--- src/rspe_pkg.sv ---
// Package: types, constants and GF(256) helpers for the Reed-Solomon parity encoder.
package rspe_pkg;

   localparam int PARITY_COUNT = 30;
   localparam int CNT_W        = $clog2(PARITY_COUNT + 1);
   localparam logic [8:0] GF_POLY  = 9'h11D;
   localparam logic [7:0] GF_ALPHA = 8'h02;

   typedef struct packed {
      logic [7:0] data_byte;
      logic       block_end;
   } req_type;

   typedef struct packed {
      logic [7:0] parity_byte;
      logic       parity_last;
   } rsp_type;

   typedef struct packed {
      logic accept;
      logic clear;
      logic load;
      logic pop;
   } cell_ctrl_type;

   typedef logic [PARITY_COUNT-1:0][7:0] gen_type;

   function automatic logic [7:0] gf_mul(input logic [7:0] x, input logic [7:0] y);
      logic [8:0] a;
      logic [7:0] acc;
      acc = 8'h00;
      a   = {1'b0, x};
      for (int k = 0; k < 8; k++) begin
         if (y[k]) acc = acc ^ a[7:0];
         a = {a[7:0], 1'b0};
         if (a[8]) a = a ^ GF_POLY;
      end
      return acc;
   endfunction

   // index 0 holds the coefficient of x^(PARITY_COUNT-1)
   function automatic gen_type build_gen();
      gen_type    g;
      logic [7:0] root;
      logic [7:0] t;
      g = '0;
      g[PARITY_COUNT-1] = 8'h01;
      root = 8'h01;
      for (int i = 0; i < PARITY_COUNT; i++) begin
         for (int j = 0; j < PARITY_COUNT; j++) begin
            t = gf_mul(g[j], root);
            if (j + 1 < PARITY_COUNT) t = t ^ g[j+1];
            g[j] = t;
         end
         root = gf_mul(root, GF_ALPHA);
      end
      return g;
   endfunction

   localparam gen_type GEN_COEF = build_gen();

endpackage

--- src/rspe_cell.sv ---
// One remainder cell: remainder byte with constant GF multiply-add, plus parity unload byte.
module rspe_cell
   import rspe_pkg::*;
(
   input  logic          clock,
   input  logic          reset,
   input  cell_ctrl_type ctrl,
   input  logic [7:0]    coef,
   input  logic [7:0]    fb,
   input  logic [7:0]    rem_next,
   input  logic [7:0]    out_next,
   output logic [7:0]    rem_q,
   output logic [7:0]    out_q
);

   logic [7:0] rem_ff;
   logic [7:0] rem_in;
   logic [7:0] out_ff;

   assign rem_in = rem_next ^ gf_mul(coef, fb);

   always_ff @(posedge clock) begin
      if (reset) begin
         rem_ff <= 8'h00;
      end else if (ctrl.accept) begin
         rem_ff <= ctrl.clear ? 8'h00 : rem_in;
      end
   end

   always_ff @(posedge clock) begin
      if (ctrl.load) begin
         out_ff <= rem_in;
      end else if (ctrl.pop) begin
         out_ff <= out_next;
      end
   end

   assign rem_q = rem_ff;
   assign out_q = out_ff;

endmodule

--- src/reed_solomon_parity_encoder_top.sv ---
// Top level: Reed-Solomon GF(256) parity encoder built from a chain of remainder cells.
// Takes one data byte per cycle; a byte without block_end is never stalled.
// Parity of a block starts in the cycle after its last byte is accepted; the cell unload
// chain streams PARITY_COUNT bytes, highest order first, one per cycle unless stalled.
// A block-end byte stalls while an earlier block's parity is still unloading.
// Synchronous reset clears the remainder cells and empties the parity output.
module reed_solomon_parity_encoder_top
   import rspe_pkg::*;
(
   input  logic    clock,
   input  logic    reset,
   input  logic    req_valid,
   output logic    req_stall,
   input  req_type req_data,
   output logic    rsp_valid,
   input  logic    rsp_stall,
   output rsp_type rsp_data
);

   logic [7:0]       rem_q [PARITY_COUNT];
   logic [7:0]       out_q [PARITY_COUNT];
   logic [7:0]       fb;
   logic [CNT_W-1:0] cnt_ff;
   logic [CNT_W-1:0] cnt_in;
   logic             req_take;
   logic             rsp_take;
   logic             final_take;
   cell_ctrl_type    ctrl;

   assign rsp_valid  = (cnt_ff != '0);
   assign rsp_take   = rsp_valid && !rsp_stall;
   assign final_take = rsp_take && (cnt_ff == CNT_W'(1));
   assign req_stall  = req_data.block_end && rsp_valid && !final_take;
   assign req_take   = req_valid && !req_stall;
   assign fb         = req_data.data_byte ^ rem_q[0];

   always_comb begin
      ctrl.accept = req_take;
      ctrl.clear  = req_data.block_end;
      ctrl.load   = req_take && req_data.block_end;
      ctrl.pop    = rsp_take;
   end

   for (genvar i = 0; i < PARITY_COUNT; i++) begin : g_cell
      logic [7:0] rem_next;
      logic [7:0] out_next;
      if (i == PARITY_COUNT - 1) begin : g_tail
         assign rem_next = 8'h00;
         assign out_next = 8'h00;
      end else begin : g_body
         assign rem_next = rem_q[i+1];
         assign out_next = out_q[i+1];
      end
      rspe_cell u_cell (
         .clock    (clock),
         .reset    (reset),
         .ctrl     (ctrl),
         .coef     (GEN_COEF[i]),
         .fb       (fb),
         .rem_next (rem_next),
         .out_next (out_next),
         .rem_q    (rem_q[i]),
         .out_q    (out_q[i])
      );
   end

   always_comb begin
      cnt_in = cnt_ff;
      if (ctrl.load) begin
         cnt_in = CNT_W'(PARITY_COUNT);
      end else if (rsp_take) begin
         cnt_in = cnt_ff - CNT_W'(1);
      end
   end

   always_ff @(posedge clock) begin
      if (reset) begin
         cnt_ff <= '0;
      end else begin
         cnt_ff <= cnt_in;
      end
   end

   assign rsp_data.parity_byte = out_q[0];
   assign rsp_data.parity_last = (cnt_ff == CNT_W'(1));

   a_load_full: assert property (@(posedge clock) disable iff (reset)
      ctrl.load |=> (cnt_ff == CNT_W'(PARITY_COUNT)))
      else $error("parity burst not loaded after block end");

   a_no_overrun: assert property (@(posedge clock) disable iff (reset)
      ctrl.load |-> (!rsp_valid || final_take))
      else $error("block end accepted while parity still unloading");

   a_burst_end: assert property (@(posedge clock) disable iff (reset)
      (rsp_take && rsp_data.parity_last && !ctrl.load) |=> !rsp_valid)
      else $error("output valid after final parity byte");

endmodule
--- config.mk ---
export PLATFORM = sky130hd
export DESIGN_NAME = reed_solomon_parity_encoder_top
export DESIGN_NICKNAME = d
export VERILOG_FILES = /design/src/rspe_pkg.sv /design/src/rspe_cell.sv /design/src/reed_solomon_parity_encoder_top.sv
export SDC_FILE = /design/constraint.sdc
export NUM_CORES = 1
export LEC_CHECK = 0
export ABC_AREA = 1
export BUFFER_PORTS_ARGS = -buffer_cell sky130_fd_sc_hd__buf_2
export CELL_PAD_IN_SITES_DETAIL_PLACEMENT = 0
export CELL_PAD_IN_SITES_GLOBAL_PLACEMENT = 1
export CORE_AREA = 2 2 253 193
export CTS_CLUSTER_SIZE = 10
export DETAILED_ROUTE_END_ITERATION = 6
export DIE_AREA = 0 0 255 195
export MAX_ROUTING_LAYER = met4
export PLACE_DENSITY_LB_ADDON = 0.1
export SYNTH_ARGS = -nofsm -noshare
export SYNTH_HDL_FRONTEND = slang
export SYNTH_SLANG_ARGS = --single-unit
--- constraint.sdc ---
create_clock -name clock -period 21 [get_ports clock]
set_input_delay 2.1 -clock clock [delete_from_list [all_inputs] [get_ports clock]]
set_output_delay 2.1 -clock clock [all_outputs]
set_load 0.02 [all_outputs]
==> metrics <==
outcome=complete, no violations; Critical R2R Launch=cnt_ff[2]; Initial Util=between 40% and 50%; area growth from synthesis to layout=8.91%; placement-stage cell area=~24,000 µm²; clock sink count=485; Fmax=~0.18 GHz; HP Start=g_cell[15].u_cell.rem_q[5]; post-route ant nets=0; die height=195 µm; vias in the first global route=17,300; Critical Path End Type=register; Num CTS Buffers=54; Syn Std Cell Area=23,300 µm²; sequential share of the synthesized area=slightly above 50%; Routability Congestion=0.868; CP required=21,210 ps; clk_lat worst skew=600 ps; Synth Flop Type=dfxtp_1; share of cells above drive strength 1=5.77%; grt ovf=0; port bufs=23; initial antenna violation count=1; DRT iter0 DRCs=1,872; IO Pins=24; DRC Markers=0; Slew Viols, Final=0; CTS H-tree depth=2; Max clock buf depth=3; Max Cap Viol=0; Core Area=about 47,000 µm²; Worst Path Arrival=5920 ps; number of placement rows=69; Post-DP HPWL=44.4 mm; post-synth top area cell=edfxtp_1; final number of setup-violating endpoints=0; Area contributors post-synth=edfxtp_1 (31%), dfxtp_1 (21%), nand2_1 (20%), xor2_1 (6.4%), a21oi_1 (4.9%); CTS resizes=0; Final Hold Viols=0; synth unique cells=38; Final TNS setup=0 ps; Startpoint Class=primary input; min Tclk post-route=roughly 5700 ps; Hold Path Stages=2; EDFF count, synth=240; met1 WL=32.6 mm; postcts setup bufs=0; clk root buf=clkbuf_16; drt total wl=71.2 mm; hold endpoint=g_cell[15].u_cell.rem_q[5]; #FFs+latches synth=485; top cells by count, synth=nand2_1 (1,214), dfxtp_1 (245), edfxtp_1 (240); Worst R2R Path Depth=10; met2 wire length=roughly 30 mm; met3 WL post-DR=6.27 mm; Setup CP Type=in -> reg; Tcrit/Tclk final=27.2%; most frequent cell after synthesis=nand2_1; yosys warns=0; final net count=between 2,000 and 3,000; FF-to-FF End=g_cell[25].u_cell.out_q[0]; RSZ-0062 raised after global routing=false; CTS hold repair buffers=0; DIE AREA=49,700 µm²; GRT Overall Usage=29.4%; design area=25,400 µm²; reg2reg setup slack=16,080 ps; HP Class=reg -> reg; DR vias/cell=5.44; first-pass GRT wire length=106 mm; crit-path max FO=151; pin count of the biggest net entering global routing=190; Power Density=127 nW/µm²; syn_nets=2,821; die width=255 µm; Worst-Margin Slew=1140 ps; Clk pin slew, worst setup/hold paths=50 ps; clk_skew=14.5 ps; asr flop ratio synth=0%; Pleak=roughly 10 nW; Synth top area share=30.9%; Mapped Cells=2,805; vias=18,800; uppermost layer routed=met4; VDD IR-drop max=0.0000732 V; syn avg cell area=8.31 µm²; CTS tree=yes; Pre-antenna DRT Iters=7; relative slew slack=between 20% and 30%; Avg WL per Cell=~21 µm
flip-flops by register name (all words and copies together) (netlist names):
name                 cells
cnt_ff                   5
g_cell.u_cell.rem_q    240
g_cell.u_cell.out_q    240
cell type report:
class	count	area, µm²
clock buffers	102	1600
multi-input cells	2070	10200
repair buffers	49	332
fillers	4500	21700
flip-flops and latches	485	12100
well taps	639	800
inverters	102	390
diodes	1	2.50
cell usage in the layout (no fill, tap or decap), types with 2 or more instances in the layout:
master / Yosys / routed
o21ai_1: 6 / 6
or2_0: 21 / 21
clkbuf_16: 0 / 57
o21ai_0: 41 / 41
xor2_1: 171 / 167
xnor2_1: 72 / 72
o22ai_1: 13 / 13
o21a_1: 2 / 2
a21oi_1: 230 / 230
clkbuf_1: 58 / 45
nand2_1: 1214 / 1213
buf_4: 13 / 25
nand2_4: 4 / 4
inv_1: 100 / 100
xor2_2: 8 / 12
nand3_1: 176 / 176
or2_1: 7 / 7
dfxtp_1: 245 / 245
ha_1: 3 / 3
xnor2_2: 3 / 3
nor2_1: 32 / 32
nand2_2: 17 / 17
buf_2: 74 / 22
edfxtp_1: 240 / 240
nand3b_1: 29 / 29
or2_2: 12 / 12
cell families (layout without fill, tap and decap cells):
family          after synthesis  in the layout  synth area share (%)
fa+ha+maj                     3              3                 0.161
flops                       485            485                  51.9
xor+xnor                    256            256                  10.1
compound gates              295            295                  6.45
buf+inv                     250            253                  4.67
simple gates               1516           1516                  26.7
other cells                   0              1                     0
worst max-delay path, stage by stage:
cell     delay, ps
buf_2          140
nand2_1         70
inv_1           40
o21ai_2        110
nand2_8        410
nor2_4         360
inv_8          220
nand2_4        580
buf_4          820
buf_4          850
power breakdown:
group | switching (mW) | internal (mW) | total (mW)
clock network | 0.382 | 0.504 | 0.886
registers | 0.0835 | 1.28 | 1.37
logic | 0.699 | 0.273 | 0.972
metrics by stage:
stage | setup WS (ps) | power (mW) | utilization, % | std cells | hold WS (ps)
after global placement | 14570 | 2.33 | 50.6 | 3345 | 461
after floorplan | 12290 | 2.05 | - | 2805 | 445
final | 15290 | 3.22 | 54.0 | 3448 | 476
after detailed placement | 14550 | 2.34 | 50.6 | 3345 | 467
after global routing | 14960 | 3.39 | 54.0 | 3447 | 490
after CTS | 15170 | 3.23 | 54.0 | 3447 | 476
worst max path at each step:
stage	from	to	cells past startpoint
6_report	req_data[0]	g_cell[25].u_cell.out_q[0]	10
2_1_floorplan	rsp_stall	g_cell[0].u_cell.out_q[0]	7
4_1_cts	req_data[0]	g_cell[12].u_cell.out_q[1]	10
5_1_grt	req_data[0]	g_cell[25].u_cell.out_q[0]	10
3_5_place_dp	req_data[0]	g_cell[8].u_cell.out_q[6]	10
3_3_place_gp	req_data[0]	g_cell[12].u_cell.out_q[1]	10
routing by layer:
metal  vias to the layer above  track usage [%]
li1                       8941                -
met1                      8939             42.7
met3                       127             5.04
met4                         0             8.62
met2                       743             41.9
met5                         -                -
No activity file was read; power rests on OpenSTA's default activity.
